`config.mk`:
```
export PLATFORM = sky130hd
export DESIGN_NAME = angle_pid_step_rate_drive_flat
export DESIGN_NICKNAME = d
export VERILOG_FILES = /design/src/rtl/core/apsrd_pkg.sv /design/src/rtl/core/apsrd_tick_if.sv /design/src/rtl/core/apsrd_result_if.sv /design/src/rtl/core/apsrd_cfg_if.sv /design/src/rtl/core/angle_pid_step_rate_drive.sv /design/src/rtl/core/apsrd_serial_alu.sv /design/src/flat_wrapper.sv
export SDC_FILE = /design/constraint.sdc
export NUM_CORES = 2
export LEC_CHECK = 0
export BUFFER_PORTS_ARGS = -buffer_cell sky130_fd_sc_hd__buf_2
export CAP_MARGIN = 5
export CORE_ASPECT_RATIO = 0.7
export CORE_MARGIN = 1.5
export CORE_UTILIZATION = 41
export DETAILED_ROUTE_END_ITERATION = 7
export GPL_TIMING_DRIVEN = 0
export PLACE_DENSITY_LB_ADDON = 0.2
export SYNTH_ARGS = -nofsm -noshare
export SYNTH_HDL_FRONTEND = slang
export SYNTH_SLANG_ARGS = --single-unit
```
`constraint.sdc`:
```
create_clock -name clk -period 22 [get_ports clk]
set_input_delay 4.4 -clock clk [delete_from_list [all_inputs] [get_ports clk]]
set_output_delay 4.4 -clock clk [all_outputs]
set_load 0.005 [all_outputs]
```
`src/rtl/core/apsrd_pkg.sv`:
```
package apsrd_pkg;

    // Default width of the raw angle sample.
    localparam int SAMPLE_BITS_DEF = 10;

    // Shared serial arithmetic unit widths.
    localparam int ALU_AW  = 64;
    localparam int ALU_BW  = 40;
    localparam int ALU_CW  = 7;
    localparam int ALU_IW  = $clog2(ALU_AW);

    // Configuration register indexes.
    localparam int REG_IW = 4;
    localparam logic [REG_IW-1:0] REG_GAIN_P      = 4'd0;
    localparam logic [REG_IW-1:0] REG_GAIN_I      = 4'd1;
    localparam logic [REG_IW-1:0] REG_GAIN_D      = 4'd2;
    localparam logic [REG_IW-1:0] REG_DRIVE_LIMIT = 4'd3;
    localparam logic [REG_IW-1:0] REG_TRAVEL_MAX  = 4'd4;
    localparam logic [REG_IW-1:0] REG_ZERO_OFFSET = 4'd5;
    localparam logic [REG_IW-1:0] REG_SENSOR_REV  = 4'd6;
    localparam logic [REG_IW-1:0] REG_MOTOR_REV   = 4'd7;

    // Configuration reset values.
    localparam logic [31:0] RST_GAIN_P      = 32'h0001_0000;
    localparam logic [11:0] RST_DRIVE_LIMIT = 12'd1000;
    localparam logic [9:0]  RST_TRAVEL_MAX  = 10'd512;

    // Control constants.
    localparam logic [11:0] DRIVE_FLOOR = 12'd100;
    localparam logic signed [47:0] I_SAT_POS = 48'sd255000000;
    localparam logic signed [47:0] I_SAT_NEG = -48'sd255000000;
    localparam logic [ALU_BW-1:0] I_SCALE = 40'd1000000;
    localparam logic signed [24:0] SI_SAT = 25'sd16711680;
    localparam logic signed [63:0] INT_MAX = 64'sh0000_7FFF_FFFF_FFFF;
    localparam logic signed [63:0] INT_MIN = -64'sh0000_8000_0000_0000;
    localparam logic [15:0] FREQ_MIN = 16'd40;

    // Sequencer states.
    typedef enum logic [3:0] {
        S_IDLE,
        S_DIV_A,
        S_DIV_B,
        S_SHAPE_MUL,
        S_SHAPE_DIV,
        S_INT_MUL,
        S_SI_DIV,
        S_SD_DIV,
        S_P_MUL,
        S_I_MUL,
        S_D_MUL,
        S_FINISH
    } state_t;

    // Speed limit ramp regions.
    typedef enum logic [1:0] {
        R_LOW,
        R_MID,
        R_TOP,
        R_NONE
    } region_t;

    // Request to the serial unit: multiply a by the low nbits of b, or
    // divide the low nbits of a by b.
    typedef struct packed {
        logic              start;
        logic              is_div;
        logic [ALU_AW-1:0] a;
        logic [ALU_BW-1:0] b;
        logic [ALU_CW-1:0] nbits;
    } alu_req_t;

    typedef struct packed {
        logic              done;
        logic [ALU_AW-1:0] value;
    } alu_rsp_t;

endpackage

```
`src/rtl/core/apsrd_tick_if.sv`:
```
interface apsrd_tick_if #(
    parameter int SAMPLE_BITS = apsrd_pkg::SAMPLE_BITS_DEF
);
    logic                   valid;
    logic                   ready;
    logic [SAMPLE_BITS-1:0] angle_sample;
    logic [19:0]            elapsed_us;
    logic signed [10:0]     target_position;
    logic                   drive_enable;
    logic                   smart_move;
    logic signed [12:0]     requested_speed;

    modport source (
        output valid, angle_sample, elapsed_us, target_position,
        output drive_enable, smart_move, requested_speed,
        input  ready
    );
    modport sink (
        input  valid, angle_sample, elapsed_us, target_position,
        input  drive_enable, smart_move, requested_speed,
        output ready
    );
endinterface

```
`src/rtl/core/apsrd_result_if.sv`:
```
interface apsrd_result_if #(
    parameter int SAMPLE_BITS = apsrd_pkg::SAMPLE_BITS_DEF
);
    logic                     valid;
    logic                     ready;
    logic signed [SAMPLE_BITS:0] position;
    logic signed [12:0]       drive_value;
    logic                     direction;
    logic [15:0]              step_frequency;
    logic                     pulse_on;

    modport source (
        output valid, position, drive_value, direction, step_frequency, pulse_on,
        input  ready
    );
    modport sink (
        input  valid, position, drive_value, direction, step_frequency, pulse_on,
        output ready
    );
endinterface

```
`src/rtl/core/apsrd_cfg_if.sv`:
```
interface apsrd_cfg_if;
    logic                          valid;
    logic                          ready;
    logic [apsrd_pkg::REG_IW-1:0]  index;
    logic [31:0]                   data;

    modport source (output valid, index, data, input ready);
    modport sink (input valid, index, data, output ready);
endinterface

```
`src/rtl/core/angle_pid_step_rate_drive.sv`:
```
// Angle PID step-rate drive.
// The tick channel carries one control tick: angle sample, elapsed time,
// target, enable and an optional speed request. The result channel returns
// one word per tick: folded position, clamped drive, direction, step
// frequency and pulse enable. The cfg channel writes gains, limits and
// sensor options; it is always ready and is meant to be used while idle.
// Each tick runs up to ten operations in turn on the shared shift-and-add
// multiplier and restoring divider, which retire one bit per cycle.
// A saturated integral, zero elapsed time or a position outside the ramps
// skips an operation and shortens the tick.
// A new tick is taken once the previous one has been handed to the result
// register, so a finished word may wait while the next tick is worked on.
// If the receiver stalls, the word is held and the next tick waits in the
// final state until the result register is free.
// Reset clears the integral, the last error, the sequencer and the result
// valid, and loads the configuration defaults.
module angle_pid_step_rate_drive #(
    parameter int SAMPLE_BITS = apsrd_pkg::SAMPLE_BITS_DEF
) (
    input  logic           clk,
    input  logic           rst_n,
    apsrd_tick_if.sink     tick,
    apsrd_result_if.source result,
    apsrd_cfg_if.sink      cfg
);
    import apsrd_pkg::*;

    localparam int FW = ((SAMPLE_BITS > 10) ? SAMPLE_BITS : 10) + 2;
    localparam int EW = FW + 1;
    localparam int PW = SAMPLE_BITS + 1;
    localparam int TW = 12;
    localparam int QW = EW + 12;
    localparam int VW = QW + 2;
    localparam int SDW = EW + 17;
    localparam int FULL_I = 1 << SAMPLE_BITS;
    localparam logic signed [FW-1:0] FULL_S = FW'(FULL_I);
    localparam logic signed [FW-1:0] HALF_S = FW'(FULL_I / 2);

    // Configuration registers.
    logic signed [31:0] gp_reg, gi_reg, gd_reg;
    logic [11:0]        dl_reg;
    logic [9:0]         tm_reg, zo_reg;
    logic               srev_reg, mrev_reg;

    // Sequencer and state.
    state_t               state_reg, state_next;
    logic                 launched_reg, launched_next;
    logic signed [EW-1:0] last_e_reg;
    logic signed [47:0]   ei_reg;

    // Per-tick working registers.
    logic signed [FW-1:0]  p_reg;
    logic signed [EW-1:0]  e_reg;
    logic [19:0]           el_reg;
    logic                  en_reg;
    logic [TW-1:0]         t_reg, lo_reg, hi_reg, s_reg;
    logic [QW-1:0]         tmp_reg;
    logic signed [24:0]    si_reg;
    logic signed [SDW-1:0] sd_reg;
    logic signed [63:0]    acc_reg;

    // Result register.
    logic                  out_valid_reg;
    logic signed [PW-1:0]  pos_o_reg;
    logic signed [12:0]    drv_o_reg;
    logic                  dir_o_reg;
    logic [15:0]           freq_o_reg;
    logic                  pulse_o_reg;

    alu_req_t areq;
    alu_rsp_t arsp;

    logic                  tick_acc, op_done, run_op, out_load;
    logic                  si_skip, sd_skip, shape_skip;
    state_t                after_op;
    logic [SAMPLE_BITS-1:0] rd;
    logic signed [FW-1:0]  fa, fold_p;
    logic [11:0]           lim_c, t_c;
    logic [12:0]           rq_mag;
    logic signed [EW-1:0]  err_c, p_ext, tms, m1_s;
    logic [EW-1:0]         e_mag;
    region_t               region;
    logic [TW-1:0]         m2;
    logic [ALU_BW-1:0]     kdiv;
    logic [QW-1:0]         q_sh;
    logic signed [VW-1:0]  v_s;
    logic [VW-1:0]         v_mag;
    logic [TW-1:0]         s_c;
    logic [47:0]           ei_mag;
    logic signed [EW:0]    d_s;
    logic [EW-1:0]         d_mag;
    logic signed [63:0]    ep_s, sum_s;
    logic [24:0]           si_mag;
    logic [SDW-1:0]        sd_mag;
    logic [31:0]           gp_mag, gi_mag, gd_mag;
    logic signed [63:0]    term_s, base_s, acc_c;
    logic                  term_neg;
    logic signed [31:0]    u_q, sl, drv32;
    logic signed [12:0]    drv_c, spd_c;
    logic [12:0]           spd_mag;
    logic [15:0]           freq_c;

    apsrd_serial_alu u_alu (
        .clk   (clk),
        .rst_n (rst_n),
        .req   (areq),
        .rsp   (arsp)
    );

    assign tick_acc    = tick.valid && tick.ready;
    assign tick.ready  = (state_reg == S_IDLE);
    assign cfg.ready   = 1'b1;
    assign op_done     = launched_reg && arsp.done;

    // Fold the sample, shape the speed target and form the error.
    always_comb
    begin
        rd = srev_reg ? ~tick.angle_sample : tick.angle_sample;
        fa = $signed(FW'(rd)) - $signed(FW'(zo_reg));
        if (fa < -HALF_S)
        begin
            fa = fa + FULL_S;
        end
        fold_p = (fa > HALF_S) ? (FULL_S - fa) : fa;
        lim_c  = (dl_reg < DRIVE_FLOOR) ? DRIVE_FLOOR : dl_reg;
        rq_mag = tick.requested_speed[12] ? (~tick.requested_speed + 13'd1)
                                          : tick.requested_speed;
        if (!tick.smart_move)
        begin
            t_c = lim_c;
        end
        else if (rq_mag < {1'b0, DRIVE_FLOOR})
        begin
            t_c = DRIVE_FLOOR;
        end
        else if (rq_mag > {1'b0, lim_c})
        begin
            t_c = lim_c;
        end
        else
        begin
            t_c = rq_mag[11:0];
        end
        err_c = EW'(tick.target_position) - EW'(fold_p);
    end

    // Ramp region and operands of the speed limit shaping.
    always_comb
    begin
        p_ext = EW'(p_reg);
        tms   = $signed({{(EW-10){1'b0}}, tm_reg}) - $signed(EW'(10));
        if (p_ext >= 0 && p_ext <= 20)
        begin
            region = R_LOW;
            m1_s   = p_ext;
            m2     = hi_reg - lo_reg;
            kdiv   = ALU_BW'(20);
        end
        else if (p_ext > 20 && p_ext <= 80)
        begin
            region = R_MID;
            m1_s   = p_ext - $signed(EW'(20));
            m2     = t_reg - hi_reg;
            kdiv   = ALU_BW'(60);
        end
        else if (p_ext >= tms)
        begin
            region = R_TOP;
            m1_s   = p_ext - tms;
            m2     = t_reg - DRIVE_FLOOR;
            kdiv   = ALU_BW'(10);
        end
        else
        begin
            region = R_NONE;
            m1_s   = '0;
            m2     = '0;
            kdiv   = ALU_BW'(10);
        end
        q_sh = arsp.value[QW-1:0];
        unique case (region)
            R_LOW:   v_s = $signed(VW'(lo_reg)) + $signed(VW'(q_sh));
            R_MID:   v_s = $signed(VW'(hi_reg)) + $signed(VW'(q_sh));
            R_TOP:   v_s = $signed(VW'(t_reg)) - $signed(VW'(q_sh));
            default: v_s = $signed(VW'(t_reg));
        endcase
        v_mag = v_s[VW-1] ? VW'(-v_s) : VW'(v_s);
        if (v_mag < VW'(DRIVE_FLOOR))
        begin
            s_c = DRIVE_FLOOR;
        end
        else if (v_mag > VW'(t_reg))
        begin
            s_c = t_reg;
        end
        else
        begin
            s_c = v_mag[TW-1:0];
        end
    end

    // PID arithmetic around the serial unit results.
    always_comb
    begin
        e_mag  = e_reg[EW-1] ? EW'(-e_reg) : EW'(e_reg);
        ei_mag = ei_reg[47] ? 48'(-ei_reg) : 48'(ei_reg);
        d_s    = (EW+1)'(e_reg) - (EW+1)'(last_e_reg);
        d_mag  = d_s[EW] ? EW'(-d_s) : EW'(d_s);
        si_mag = si_reg[24] ? 25'(-si_reg) : 25'(si_reg);
        sd_mag = sd_reg[SDW-1] ? SDW'(-sd_reg) : SDW'(sd_reg);
        gp_mag = gp_reg[31] ? 32'(-gp_reg) : 32'(gp_reg);
        gi_mag = gi_reg[31] ? 32'(-gi_reg) : 32'(gi_reg);
        gd_mag = gd_reg[31] ? 32'(-gd_reg) : 32'(gd_reg);

        // Saturating integral update.
        ep_s  = e_reg[EW-1] ? -$signed(arsp.value) : $signed(arsp.value);
        sum_s = 64'(ei_reg) + ep_s;
        if (sum_s > INT_MAX)
        begin
            sum_s = INT_MAX;
        end
        else if (sum_s < INT_MIN)
        begin
            sum_s = INT_MIN;
        end

        // Gain terms accumulate in Q32.32.
        if (state_reg == S_P_MUL)
        begin
            term_s   = $signed({arsp.value[47:0], 16'b0});
            term_neg = gp_reg[31] ^ e_reg[EW-1];
            base_s   = '0;
        end
        else if (state_reg == S_I_MUL)
        begin
            term_s   = $signed(arsp.value);
            term_neg = gi_reg[31] ^ si_reg[24];
            base_s   = acc_reg;
        end
        else
        begin
            term_s   = $signed(arsp.value);
            term_neg = gd_reg[31] ^ sd_reg[SDW-1];
            base_s   = acc_reg;
        end
        acc_c = term_neg ? (base_s - term_s) : (base_s + term_s);

        // Integer part toward zero, limit, end stops, rate outputs.
        u_q = acc_reg[63:32];
        if (acc_reg[63] && (acc_reg[31:0] != 32'd0))
        begin
            u_q = u_q + 32'sd1;
        end
        sl = $signed({20'b0, s_reg});
        if (u_q > sl)
        begin
            drv32 = sl;
        end
        else if (u_q < -sl)
        begin
            drv32 = -sl;
        end
        else
        begin
            drv32 = u_q;
        end
        drv_c = drv32[12:0];
        if (drv_c > 13'sd0)
        begin
            if (p_reg > $signed(FW'(tm_reg)))
            begin
                drv_c = '0;
            end
        end
        else if (p_reg < 0)
        begin
            drv_c = '0;
        end
        spd_c   = mrev_reg ? -drv_c : drv_c;
        spd_mag = spd_c[12] ? 13'(-spd_c) : 13'(spd_c);
        freq_c  = {spd_mag[12:0], 3'b0} + {2'b0, spd_mag, 1'b0};
    end

    // Sequencer: next state and serial unit requests.
    always_comb
    begin
        state_next    = state_reg;
        launched_next = launched_reg;
        areq          = '0;
        run_op        = 1'b0;
        after_op      = S_IDLE;
        si_skip       = 1'b0;
        sd_skip       = 1'b0;
        shape_skip    = 1'b0;
        out_load      = 1'b0;
        unique case (state_reg)
            S_IDLE:
            begin
                if (tick.valid)
                begin
                    state_next = S_DIV_A;
                end
            end
            S_DIV_A:
            begin
                run_op      = 1'b1;
                after_op    = S_DIV_B;
                areq.is_div = 1'b1;
                areq.a      = ALU_AW'(t_reg);
                areq.b      = ALU_BW'(10);
                areq.nbits  = ALU_CW'(TW);
            end
            S_DIV_B:
            begin
                run_op      = 1'b1;
                after_op    = S_SHAPE_MUL;
                areq.is_div = 1'b1;
                areq.a      = ALU_AW'(t_reg);
                areq.b      = ALU_BW'(3);
                areq.nbits  = ALU_CW'(TW);
            end
            S_SHAPE_MUL:
            begin
                if (region == R_NONE)
                begin
                    shape_skip = 1'b1;
                    state_next = S_INT_MUL;
                end
                else
                begin
                    run_op     = 1'b1;
                    after_op   = S_SHAPE_DIV;
                    areq.a     = ALU_AW'(m2);
                    areq.b     = ALU_BW'(EW'(m1_s));
                    areq.nbits = ALU_CW'(EW);
                end
            end
            S_SHAPE_DIV:
            begin
                run_op      = 1'b1;
                after_op    = S_INT_MUL;
                areq.is_div = 1'b1;
                areq.a      = ALU_AW'(tmp_reg);
                areq.b      = kdiv;
                areq.nbits  = ALU_CW'(QW);
            end
            S_INT_MUL:
            begin
                run_op     = 1'b1;
                after_op   = S_SI_DIV;
                areq.a     = ALU_AW'(el_reg);
                areq.b     = ALU_BW'(e_mag);
                areq.nbits = ALU_CW'(EW);
            end
            S_SI_DIV:
            begin
                if (ei_reg >= I_SAT_POS || ei_reg <= I_SAT_NEG)
                begin
                    si_skip    = 1'b1;
                    state_next = S_SD_DIV;
                end
                else
                begin
                    run_op      = 1'b1;
                    after_op    = S_SD_DIV;
                    areq.is_div = 1'b1;
                    areq.a      = {ei_mag, 16'b0};
                    areq.b      = I_SCALE;
                    areq.nbits  = ALU_CW'(44);
                end
            end
            S_SD_DIV:
            begin
                if (el_reg == 20'd0)
                begin
                    sd_skip    = 1'b1;
                    state_next = S_P_MUL;
                end
                else
                begin
                    run_op      = 1'b1;
                    after_op    = S_P_MUL;
                    areq.is_div = 1'b1;
                    areq.a      = ALU_AW'({d_mag, 16'b0});
                    areq.b      = ALU_BW'(el_reg);
                    areq.nbits  = ALU_CW'(EW + 16);
                end
            end
            S_P_MUL:
            begin
                run_op     = 1'b1;
                after_op   = S_I_MUL;
                areq.a     = ALU_AW'(gp_mag);
                areq.b     = ALU_BW'(e_mag);
                areq.nbits = ALU_CW'(EW);
            end
            S_I_MUL:
            begin
                run_op     = 1'b1;
                after_op   = S_D_MUL;
                areq.a     = ALU_AW'(gi_mag);
                areq.b     = ALU_BW'(si_mag[23:0]);
                areq.nbits = ALU_CW'(24);
            end
            S_D_MUL:
            begin
                run_op     = 1'b1;
                after_op   = S_FINISH;
                areq.a     = ALU_AW'(gd_mag);
                areq.b     = ALU_BW'(sd_mag[SDW-2:0]);
                areq.nbits = ALU_CW'(EW + 16);
            end
            S_FINISH:
            begin
                if (!out_valid_reg || result.ready)
                begin
                    out_load   = 1'b1;
                    state_next = S_IDLE;
                end
            end
            default:
            begin
                state_next = S_IDLE;
            end
        endcase
        if (run_op)
        begin
            if (!launched_reg)
            begin
                areq.start    = 1'b1;
                launched_next = 1'b1;
            end
            else if (arsp.done)
            begin
                launched_next = 1'b0;
                state_next    = after_op;
            end
        end
    end

    // Control, state and configuration registers.
    always_ff @(posedge clk or negedge rst_n)
    begin
        if (!rst_n)
        begin
            state_reg     <= S_IDLE;
            launched_reg  <= 1'b0;
            last_e_reg    <= '0;
            ei_reg        <= '0;
            out_valid_reg <= 1'b0;
            gp_reg        <= RST_GAIN_P;
            gi_reg        <= '0;
            gd_reg        <= '0;
            dl_reg        <= RST_DRIVE_LIMIT;
            tm_reg        <= RST_TRAVEL_MAX;
            zo_reg        <= '0;
            srev_reg      <= 1'b0;
            mrev_reg      <= 1'b0;
        end
        else
        begin
            state_reg    <= state_next;
            launched_reg <= launched_next;
            if (op_done && state_reg == S_INT_MUL)
            begin
                ei_reg <= sum_s[47:0];
            end
            if (sd_skip || (op_done && state_reg == S_SD_DIV))
            begin
                last_e_reg <= e_reg;
            end
            if (out_load)
            begin
                out_valid_reg <= 1'b1;
            end
            else if (result.ready)
            begin
                out_valid_reg <= 1'b0;
            end
            if (cfg.valid)
            begin
                unique case (cfg.index)
                    REG_GAIN_P:      gp_reg   <= cfg.data;
                    REG_GAIN_I:      gi_reg   <= cfg.data;
                    REG_GAIN_D:      gd_reg   <= cfg.data;
                    REG_DRIVE_LIMIT: dl_reg   <= cfg.data[11:0];
                    REG_TRAVEL_MAX:  tm_reg   <= cfg.data[9:0];
                    REG_ZERO_OFFSET: zo_reg   <= cfg.data[9:0];
                    REG_SENSOR_REV:  srev_reg <= cfg.data[0];
                    REG_MOTOR_REV:   mrev_reg <= cfg.data[0];
                    default:         ;
                endcase
            end
        end
    end

    // Working and result words.
    always_ff @(posedge clk)
    begin
        if (tick_acc)
        begin
            p_reg  <= fold_p;
            e_reg  <= err_c;
            el_reg <= tick.elapsed_us;
            en_reg <= tick.drive_enable;
            t_reg  <= t_c;
        end
        if (op_done)
        begin
            unique case (state_reg)
                S_DIV_A:     lo_reg  <= arsp.value[TW-1:0];
                S_DIV_B:     hi_reg  <= arsp.value[TW-1:0];
                S_SHAPE_MUL: tmp_reg <= arsp.value[QW-1:0];
                S_SHAPE_DIV: s_reg   <= s_c;
                S_SI_DIV:
                begin
                    si_reg <= ei_reg[47] ? -$signed({1'b0, arsp.value[23:0]})
                                         : $signed({1'b0, arsp.value[23:0]});
                end
                S_SD_DIV:
                begin
                    sd_reg <= d_s[EW] ? -$signed({1'b0, arsp.value[SDW-2:0]})
                                      : $signed({1'b0, arsp.value[SDW-2:0]});
                end
                S_P_MUL, S_I_MUL, S_D_MUL: acc_reg <= acc_c;
                default: ;
            endcase
        end
        if (shape_skip)
        begin
            s_reg <= t_reg;
        end
        if (si_skip)
        begin
            si_reg <= ei_reg[47] ? -SI_SAT : SI_SAT;
        end
        if (sd_skip)
        begin
            sd_reg <= '0;
        end
        if (out_load)
        begin
            pos_o_reg   <= PW'(p_reg);
            drv_o_reg   <= drv_c;
            dir_o_reg   <= (spd_c > 13'sd0);
            freq_o_reg  <= freq_c;
            pulse_o_reg <= en_reg && (freq_c > FREQ_MIN);
        end
    end

    assign result.valid          = out_valid_reg;
    assign result.position       = pos_o_reg;
    assign result.drive_value    = drv_o_reg;
    assign result.direction      = dir_o_reg;
    assign result.step_frequency = freq_o_reg;
    assign result.pulse_on       = pulse_o_reg;

    // An accepted tick always starts the limit shaping.
    a_tick_start: assert property (@(posedge clk) disable iff (!rst_n)
        tick.valid && tick.ready |=> state_reg == S_DIV_A)
        else $error("tick accepted but sequencer did not start");

    // No serial operation is outstanding while idle.
    a_idle_clean: assert property (@(posedge clk) disable iff (!rst_n)
        state_reg == S_IDLE |-> !launched_reg)
        else $error("serial operation pending in idle");

    // The serial unit finishes only an operation that was launched.
    a_done_launched: assert property (@(posedge clk) disable iff (!rst_n)
        arsp.done |-> launched_reg)
        else $error("serial unit finished without a request");

    // Step frequency stays within ten times the largest drive.
    a_freq_range: assert property (@(posedge clk) disable iff (!rst_n)
        out_valid_reg |-> freq_o_reg <= 16'd40950)
        else $error("step frequency out of range");

endmodule

```
`src/rtl/core/apsrd_serial_alu.sv`:
```
module apsrd_serial_alu (
    input  logic                clk,
    input  logic                rst_n,
    input  apsrd_pkg::alu_req_t req,
    output apsrd_pkg::alu_rsp_t rsp
);
    import apsrd_pkg::*;

    logic              busy_reg, busy_next;
    logic              div_reg, div_next;
    logic              done_reg, done_next;
    logic [ALU_CW-1:0] cnt_reg, cnt_next;
    logic [ALU_AW-1:0] opa_reg, opa_next;
    logic [ALU_BW-1:0] opb_reg, opb_next;
    logic [ALU_AW-1:0] acc_reg, acc_next;
    logic [ALU_BW-1:0] rem_reg, rem_next;
    logic [ALU_CW-1:0] cnt_dec;
    logic [ALU_BW:0]   rem_sh;
    logic [ALU_BW:0]   rem_sub;

    // One bit of the multiplier or one quotient bit per cycle.
    always_comb
    begin
        busy_next = busy_reg;
        div_next  = div_reg;
        done_next = 1'b0;
        cnt_next  = cnt_reg;
        opa_next  = opa_reg;
        opb_next  = opb_reg;
        acc_next  = acc_reg;
        rem_next  = rem_reg;
        cnt_dec   = cnt_reg - 1'b1;
        rem_sh    = {rem_reg, opa_reg[cnt_dec[ALU_IW-1:0]]};
        rem_sub   = rem_sh - {1'b0, opb_reg};
        if (req.start)
        begin
            busy_next = 1'b1;
            div_next  = req.is_div;
            cnt_next  = req.nbits;
            opa_next  = req.a;
            opb_next  = req.b;
            acc_next  = '0;
            rem_next  = '0;
        end
        else if (busy_reg)
        begin
            if (div_reg)
            begin
                if (rem_sh >= {1'b0, opb_reg})
                begin
                    rem_next = rem_sub[ALU_BW-1:0];
                    acc_next = {acc_reg[ALU_AW-2:0], 1'b1};
                end
                else
                begin
                    rem_next = rem_sh[ALU_BW-1:0];
                    acc_next = {acc_reg[ALU_AW-2:0], 1'b0};
                end
            end
            else
            begin
                if (opb_reg[0])
                begin
                    acc_next = acc_reg + opa_reg;
                end
                opa_next = {opa_reg[ALU_AW-2:0], 1'b0};
                opb_next = {1'b0, opb_reg[ALU_BW-1:1]};
            end
            cnt_next = cnt_dec;
            if (cnt_reg == ALU_CW'(1))
            begin
                busy_next = 1'b0;
                done_next = 1'b1;
            end
        end
    end

    // Control registers.
    always_ff @(posedge clk or negedge rst_n)
    begin
        if (!rst_n)
        begin
            busy_reg <= 1'b0;
            div_reg  <= 1'b0;
            done_reg <= 1'b0;
            cnt_reg  <= '0;
        end
        else
        begin
            busy_reg <= busy_next;
            div_reg  <= div_next;
            done_reg <= done_next;
            cnt_reg  <= cnt_next;
        end
    end

    // Operand and result shift registers.
    always_ff @(posedge clk)
    begin
        opa_reg <= opa_next;
        opb_reg <= opb_next;
        acc_reg <= acc_next;
        rem_reg <= rem_next;
    end

    assign rsp.done  = done_reg;
    assign rsp.value = acc_reg;

endmodule

```
`src/flat_wrapper.sv`:
```
// flat-port wrapper written by rule: the top's interface ports become plain ports
module angle_pid_step_rate_drive_flat import apsrd_pkg::*;
#(
    parameter int SAMPLE_BITS = apsrd_pkg::SAMPLE_BITS_DEF
)
  (clk, rst_n, tick_valid, tick_angle_sample, tick_elapsed_us, tick_target_position, tick_drive_enable, tick_smart_move, tick_requested_speed, tick_ready, result_valid, result_position, result_drive_value, result_direction, result_step_frequency, result_pulse_on, result_ready, cfg_valid, cfg_index, cfg_data, cfg_ready);
  apsrd_tick_if #(.SAMPLE_BITS(SAMPLE_BITS)) tick_i ();
  apsrd_result_if #(.SAMPLE_BITS(SAMPLE_BITS)) result_i ();
  apsrd_cfg_if cfg_i ();
  input  logic clk;
  input  logic rst_n;
  input wire logic [$bits(tick_i.valid)-1:0] tick_valid;
  input wire logic [$bits(tick_i.angle_sample)-1:0] tick_angle_sample;
  input wire logic [$bits(tick_i.elapsed_us)-1:0] tick_elapsed_us;
  input wire logic [$bits(tick_i.target_position)-1:0] tick_target_position;
  input wire logic [$bits(tick_i.drive_enable)-1:0] tick_drive_enable;
  input wire logic [$bits(tick_i.smart_move)-1:0] tick_smart_move;
  input wire logic [$bits(tick_i.requested_speed)-1:0] tick_requested_speed;
  output wire logic [$bits(tick_i.ready)-1:0] tick_ready;
  output wire logic [$bits(result_i.valid)-1:0] result_valid;
  output wire logic [$bits(result_i.position)-1:0] result_position;
  output wire logic [$bits(result_i.drive_value)-1:0] result_drive_value;
  output wire logic [$bits(result_i.direction)-1:0] result_direction;
  output wire logic [$bits(result_i.step_frequency)-1:0] result_step_frequency;
  output wire logic [$bits(result_i.pulse_on)-1:0] result_pulse_on;
  input wire logic [$bits(result_i.ready)-1:0] result_ready;
  input wire logic [$bits(cfg_i.valid)-1:0] cfg_valid;
  input wire logic [$bits(cfg_i.index)-1:0] cfg_index;
  input wire logic [$bits(cfg_i.data)-1:0] cfg_data;
  output wire logic [$bits(cfg_i.ready)-1:0] cfg_ready;
  assign tick_i.valid = tick_valid;
  assign tick_i.angle_sample = tick_angle_sample;
  assign tick_i.elapsed_us = tick_elapsed_us;
  assign tick_i.target_position = tick_target_position;
  assign tick_i.drive_enable = tick_drive_enable;
  assign tick_i.smart_move = tick_smart_move;
  assign tick_i.requested_speed = tick_requested_speed;
  assign tick_ready = tick_i.ready;
  assign result_valid = result_i.valid;
  assign result_position = result_i.position;
  assign result_drive_value = result_i.drive_value;
  assign result_direction = result_i.direction;
  assign result_step_frequency = result_i.step_frequency;
  assign result_pulse_on = result_i.pulse_on;
  assign result_i.ready = result_ready;
  assign cfg_i.valid = cfg_valid;
  assign cfg_i.index = cfg_index;
  assign cfg_i.data = cfg_data;
  assign cfg_ready = cfg_i.ready;
  angle_pid_step_rate_drive #(.SAMPLE_BITS(SAMPLE_BITS)) u_core (.clk(clk), .rst_n(rst_n), .tick(tick_i), .result(result_i), .cfg(cfg_i));
endmodule
```
## After elaboration in Yosys (flattened, before gate mapping)

Index checks and enable logic that the tools add are counted.

| storage, ports and cells | value |
|---|---|
| bits in registers | 695 |
| bits of input ports | 97 |
| output and inout bits | 45 |
| logic and storage cells | 286 |

| operators by class | value |
|---|---|
| add/sub/neg operators | 38 |
| order comparisons | 25 |
| equal/unequal tests | 23 |
| muxes and demuxes | 112 |
| bitwise gates (word level) | 5 |
| reductions and logical operators | 45 |

Operator list:

| operator | count |
|---|---|
| 111-bit one-hot mux with 10 select lines | 1 |
| 64-bit two-way mux | 9 |
| 112-bit two-way mux | 2 |
| 40-bit two-way mux | 5 |
| 13-bit two-way mux | 13 |
| 12-bit two-way mux | 14 |
| 48-bit two-way mux | 3 |
| 64-bit adder | 2 |
| 32-bit two-way mux | 4 |
| 25-bit two-way mux | 5 |
| 32-bit negation | 3 |
| 27-bit one-hot mux with 3 select lines | 1 |
| 48-bit by 64-bit adder with 64-bit output | 1 |
| 64-bit by 48-bit > comparator with 1-bit output (second input constant) | 1 |
| 64-bit by 48-bit < comparator with 1-bit output (second input constant) | 1 |
| 64-bit negation | 1 |
| 64-bit subtractor | 1 |
| 59-bit two-way mux | 1 |
| 12-bit by 25-bit adder with 26-bit output | 2 |
| 13-bit negation | 4 |
| 48-bit by 29-bit >= comparator with 1-bit output (second input constant) | 1 |
| 48-bit by 29-bit <= comparator with 1-bit output (second input constant) | 1 |
| 48-bit negation | 1 |
| 41-bit by 40-bit >= comparator with 1-bit output | 1 |
| other kinds (79) | 170 |

## Depth between registers and ports, before layout

| logic depth | value |
|---|---|
| depth after elaboration | 15 |
| gate-level depth with buffers | 47 |
| depth with buffers taken out | 43 |

## Modules after synthesis

A second synthesis with hierarchy kept.

| second synthesis, totals | value |
|---|---|
| cell total of the unflattened synthesis | 7314 |
| area, all modules | 61696.7 um^2 |

By module, submodules not included:

| module | instances | cells an instance | area each (um^2) | seq. area each (um^2) |
|---|---|---|---|---|
| angle_pid_step_rate_drive | 1 | 5451 | 45766.4 | 12987.5 |
| apsrd_serial_alu | 1 | 1863 | 15930.3 | 5455.2 |

## Worst setup path before layout

OpenSTA, ideal clock, no wires.

| timing path | value |
|---|---|
| path type | reg-to-reg |
| start | register u_core.s_reg[0] |
| end | register u_core.pulse_o_reg (netlist: u_core.result.pulse_on), data pin |
| library setup time | 259 ps |
| data arrival time | 9060 ps |
| required time | 21741 ps |
| slack | 12681 ps |
| cell stages (with the launch flop) | 43 |
| buffers on the path | 4 |
| clock period less this slack | 9319 ps |
| path through | edfxtp_1 > inv_1 > ha_1 > nand3_1 > or3_1 > or3_1 > clkbuf_1 > nor3_1 > ha_1 > nand4_1 > nor4_1 > o211ai_1 > o2111ai_1 > nand2_1 > or4b_1 > a221oi_2 > o221a_4 > o21ai_1 > [7 not listed] > o41a_1 > o21ai_1 > clkbuf_1 > o21ai_0 > ha_1 > a21o_1 > a21oi_1 > inv_1 > a21oi_1 > inv_1 > nor2_1 > or4b_1 > o31ai_1 > nor2_1 > xnor2_1 > or4_1 > or4_1 > o31a_1 |

| between the ends | value |
|---|---|
| longest elaborated chain between the ends | 13 |
| elaborated cells on any way between the ends | 16 |
| classes of those cells | 4 x add/sub; 4 x order compare; 7 x mux; 1 x reduce/logical |

Ends and longest elaborated chain:

| what | RTL line | source |
|---|---|---|
| from (decl) | angle_pid_step_rate_drive.sv:56 | `logic [TW-1:0] t_reg, lo_reg, hi_reg, s_reg;` |
| from (signal assigned) | angle_pid_step_rate_drive.sv:531 | `s_reg <= t_reg;` |
| 12-bit negation with 32-bit output | angle_pid_step_rate_drive.sv:259 | `else if (u_q < -sl)` |
| 32-bit < comparator | angle_pid_step_rate_drive.sv:259 |  |
| 13-bit two-way mux | angle_pid_step_rate_drive.sv:259 |  |
| 13-bit two-way mux (*) | angle_pid_step_rate_drive.sv:255 | `if (u_q > sl)` |
| 13-bit by 1-bit > comparator with 1-bit output, or another cell as far along | angle_pid_step_rate_drive.sv:268 | `if (drv_c > 13'sd0)` |
| 13-bit two-way mux (*) | angle_pid_step_rate_drive.sv:268 |  |
| via u_core.drv_c[1] | angle_pid_step_rate_drive.sv:99 | `logic signed [12:0] drv_c, spd_c;` |
| 13-bit negation | angle_pid_step_rate_drive.sv:279 | `spd_c = mrev_reg ? -drv_c : drv_c;` |
| 13-bit two-way mux (*) | angle_pid_step_rate_drive.sv:279 |  |
| 13-bit negation | angle_pid_step_rate_drive.sv:280 | `spd_mag = spd_c[12] ? 13'(-spd_c) : 13'(spd_c);` |
| 13-bit two-way mux (*) | angle_pid_step_rate_drive.sv:280 |  |
| 16-bit by 14-bit adder with 16-bit output (*) | angle_pid_step_rate_drive.sv:281 | `freq_c = {spd_mag[12:0], 3'b0} + {2'b0, spd_mag, 1'b0};` |
| via u_core.freq_c[2] | angle_pid_step_rate_drive.sv:101 | `logic [15:0] freq_c;` |
| 16-bit by 6-bit > comparator with 1-bit output (*) | angle_pid_step_rate_drive.sv:547 | `pulse_o_reg <= en_reg && (freq_c > FREQ_MIN);` |
| 1-bit logical AND (*) | angle_pid_step_rate_drive.sv:547 |  |
| to (signal assigned) | angle_pid_step_rate_drive.sv:547 |  |
| to (decl) | angle_pid_step_rate_drive.sv:68 | `logic pulse_o_reg;` |

Mark *: on every way through the listed nets, which the timed path passes. The rest lies on a longest branch.
A chain may end at the register's enable or synchronous reset.

## Worst setup path after layout

| timing path | value |
|---|---|
| start | register u_core.state_reg[3] |
| end | register u_core.acc_reg[60], data pin |

| between the ends | value |
|---|---|
| longest elaborated chain between the ends | 4 |
| elaborated cells on any way between the ends | 9 |
| classes of those cells | 2 x add/sub; 2 x eq/ne; 5 x mux |

Ends and longest elaborated chain:

| what | RTL line | source |
|---|---|---|
| from (decl) | angle_pid_step_rate_drive.sv:46 | `state_t state_reg, state_next;` |
| from (signal assigned) | angle_pid_step_rate_drive.sv:462 | `state_reg <= state_next;` |
| 4-bit equality test, on equally long branches | angle_pid_step_rate_drive.sv:228, angle_pid_step_rate_drive.sv:234 |  |
| 64-bit two-way mux or 1-bit two-way mux (tied branches) | angle_pid_step_rate_drive.sv:228, angle_pid_step_rate_drive.sv:234 |  |
| 64-bit adder, or another cell as far along | angle_pid_step_rate_drive.sv:246 | `acc_c = term_neg ? (base_s - term_s) : (base_s + term_s);` |
| 64-bit two-way mux (*) | angle_pid_step_rate_drive.sv:246 |  |
| via u_core.acc_c[60] | angle_pid_step_rate_drive.sv:96 | `logic signed [63:0] term_s, base_s, acc_c;` |
| to (signal assigned) | angle_pid_step_rate_drive.sv:525 | `S_P_MUL, S_I_MUL, S_D_MUL: acc_reg <= acc_c;` |
| to (decl) | angle_pid_step_rate_drive.sv:60 | `logic signed [63:0] acc_reg;` |

Marks and branches as above.

==> flow_summary.ini <==
[critical_path]
start_kind = flip-flop
cp_slowest_cell = buf_1
setup.worst_path.start = u_core.state_reg[3]
cp.arrival_ns = 13.38
cpMostUsedCell = clkbuf_1
max_stage_delay_ns = 1.07
end_kind = flip-flop
cp_max_fo = 10
r2r_start = u_core.state_reg[3]
cp.required_ns = 22.45
critPathKind = flip-flop to flip-flop

[layout]
multiInputGateArea_mm2 = 0.0385
fin_area_mm2 = 0.0658
final.fill_count = 14113
regArea_mm2 = 0.0184
final_core_util_pct = 45.8
layout.cells.non_filler = 9241
area_delta_synth_final_pct = 10.4
drive_above_1_share_pct = 7.78
finish.net_count = 7829

[placement]
finalWeightedCongestion = 1.11
numPortBuffers = 138
place_ws_ns = 9.73
dp_hpwl_um = 195000
post_dp_cell_area_mm2 = 0.0631
dp_cells = 9086

[route]
antenna_left = 0
wl_um = 246000
drc = 75
dr.pass1.iters = 8
vias_per_cell = 6.29
drt_iter0_drc = 8819
vias = 58145
wire_per_inst_um = 26.6

[sta]
rsz0062_at_grt = no
max_slew_margin_pct = 2.46
hold_viol_final = 0
setup_violations = 0
worstMarginPinSlew_ns = 1.46
layout_setup_ws_ns = 9.07
hold-worst-slack_ns = 0.485
timing.final.max_slew_violations = 0
tns_ns = 0
fmax_ghz = 0.0773
fin_worst_skew_ns = 0.0430
period_minus_slack_ns = 12.93
fin_crit_sh_pct = 58.8

[pwr]
power_frac_clock_pct = 13.9
p_sw_share_pct = 51.2
power_leakage_nw = 26.9
power_frac_seq_pct = 22.6
intPower_mw = 4.94
vdd.ir_drop.worst_v = 0.0000837
p_comb_share_pct = 63.5
p_switching_mw = 5.19
totalPowerFinal_mw = 10.1
power_density_mw_per_mm2 = 154

[floorplan]
core_area_mm2 = 0.144
rows = 116
num_io_pins = 142
initial_core_util_pct = 41.5
fp.dieArea_mm2 = 0.148
fp.dieW_um = 459
fp.dieH_um = 322

[outcome]
violations = DRC
status = finished with violations

[synthesis]
yosys-top-cells-area = edfxtp_1, ha_1, dfrtp_1, xnor2_1, dfxtp_1
async_flop_share_pct = 29.9
yosysUniqueCellTypes = 108
synth_top_cell_by_area = edfxtp_1
synth.ff_latch_count = 693
syn_nets = 7580
synthCells = 7036
post_synth.cell_area_avg_um2 = 8.47
yosys.area.top_type_share_pct = 17.7
synth_edf_count = 352
syn_area_mm2 = 0.0596
ys_warn_count = 0
yosysSeqAreaShare_pct = 30.9
synth_ff_type = edfxtp_1

[grt]
grt_use_total_pct = 32.1
grt_pass1_vias = 52112
antenna_found_initial = 9
grt_first_pass_wirelength_um = 354000
grt.overflow.total = 0
grt_max_degree = 91

[min_path]
hp-start = u_core.u_alu.rem_reg[1]
worstHoldPathType = flip-flop to flip-flop

[run]
maxCapViolations = 0

[clocking]
cts_tree = built
cts_buffer_depth = 3
cts_sinks = 693
ctsResizeCount = 0
holdBufCountCts = 0
post_cts_buffers = 0
htree_num_levels = 3
cts-root-buf = clkbuf_16
clkTransAtPathRegs_ns = 0.07
cts_buffers = 82
clock_latency_ns = 0.73
[logic make-up (layout without fill, tap and decap cells)]
family | after synthesis | count (layout) | synth area share [%]
and+or+nand+nor | 2187 | 2187 | 17.9
AOI/OAI and AO/OA | 2050 | 2050 | 21.9
xor gates and xnor gates | 721 | 721 | 10.6
buffers and inverters | 712 | 1027 | 4.60
DFF | 693 | 693 | 30.9
adders and majority gates | 448 | 448 | 9.57
muxes | 223 | 223 | 4.44
other | 2 | 4 | 0.0126
[synthesized netlist by cell type (33+ instances only)]
master / n
mux2_2: 134
dfxtp_1: 134
o211ai_1: 53
and3_1: 43
a21oi_1: 524
mux2i_1: 69
or4_1: 44
nand2_1: 666
o41ai_1: 39
or3_1: 79
o21a_1: 48
xnor2_1: 422
a222oi_1: 33
o21ai_0: 526
a31oi_1: 85
clkbuf_1: 281
buf_1: 43
and2_1: 93
o21bai_1: 49
o31ai_1: 100
edfxtp_1: 352
xor2_1: 299
o22ai_1: 49
nor3_1: 158
nand4_1: 65
nor2_1: 544
nor4_1: 74
ha_1: 433
nand2b_1: 91
nand3_1: 110
nor2b_1: 88
dfrtp_1: 199
a211oi_1: 76
inv_1: 357
a21o_1: 183
[layer usage]
metal	wire length (um)	vias up	GRT usage (%)
li1	-	26168	-
met4	8060	10	9.12
met1	111000	28011	47.6
met3	36700	508	13.4
met5	96	-	0.229
met2	90600	3448	41.2
[final timing paths]
| path | end | slack (ns) | depth (start not counted) |
|---|---|---|---|
| max in group asynchronous | u_core.ei_reg[40] | 17.24 | 3 |
| worst min-delay path | u_core.u_alu.rem_reg[1] | 0.49 | 2 |
| worst min register to register | u_core.u_alu.rem_reg[1] | 0.49 | 2 |
| worst max register to register | u_core.acc_reg[60] | 9.07 | 38 |
| worst max-delay path | u_core.acc_reg[60] | 9.07 | 38 |
| min in group asynchronous | u_core.zo_reg[8] | 3.53 | 1 |
[power groups by stage]
stage	sequential [mW]	combinational, mW	clock [mW]
final	2.29	6.43	1.41
after global routing	2.29	6.93	1.47
after global placement	2.30	6.04	0
after floorplan	2.05	4.41	0
after CTS	2.24	6.18	1.42
after detailed placement	2.26	6.14	0
[critical path: cells and delay by family (launching register included)]
family | cells | cell delay, ns
xor gates and xnor gates | 1 | 0.13
adders and majority gates | 2 | 0.63
DFF | 1 | 0.41
AOI/OAI and AO/OA | 19 | 4.96
buffers and inverters | 10 | 5.17
and+or+nand+nor | 6 | 1.36
[area by class of cell]
class                   instances  area share, %
plain buffers                 351           2.11
diodes                          2        0.00760
flip-flops and latches        693           28.0
multi-input cells            5631           58.5
clock inverters                41          0.722
clock buffers                 109           3.33
repair buffers                165           1.68
well taps                    1888           3.59
inverters                     361           2.06
[layout by cell type (no fill, tap or decap), drive strengths merged, types with 53 or more instances in the layout]
| cell type | Yosys | layout |
|---|---|---|
| and2 | 93 | 93 |
| nor4 | 80 | 80 |
| nand2 | 666 | 666 |
| a21o | 183 | 183 |
| a211oi | 77 | 77 |
| dfxtp | 134 | 134 |
| nor3 | 163 | 163 |
| mux2 | 134 | 134 |
| clkbuf | 281 | 390 |
| nor2b | 88 | 88 |
| edfxtp | 352 | 352 |
| inv | 358 | 367 |
| nand2b | 91 | 91 |
| or3 | 80 | 80 |
| a31oi | 85 | 85 |
| buf | 70 | 235 |
| mux2i | 69 | 69 |
| nand3 | 114 | 114 |
| xnor2 | 422 | 422 |
| a21oi | 524 | 524 |
| nor2 | 546 | 546 |
| xor2 | 299 | 299 |
| o31ai | 102 | 102 |
| o211ai | 53 | 53 |
| ha | 433 | 433 |
| nand4 | 69 | 69 |
| dfrtp | 199 | 199 |
| o21ai | 546 | 546 |
Note: power is estimated with default switching activity, not from simulation.
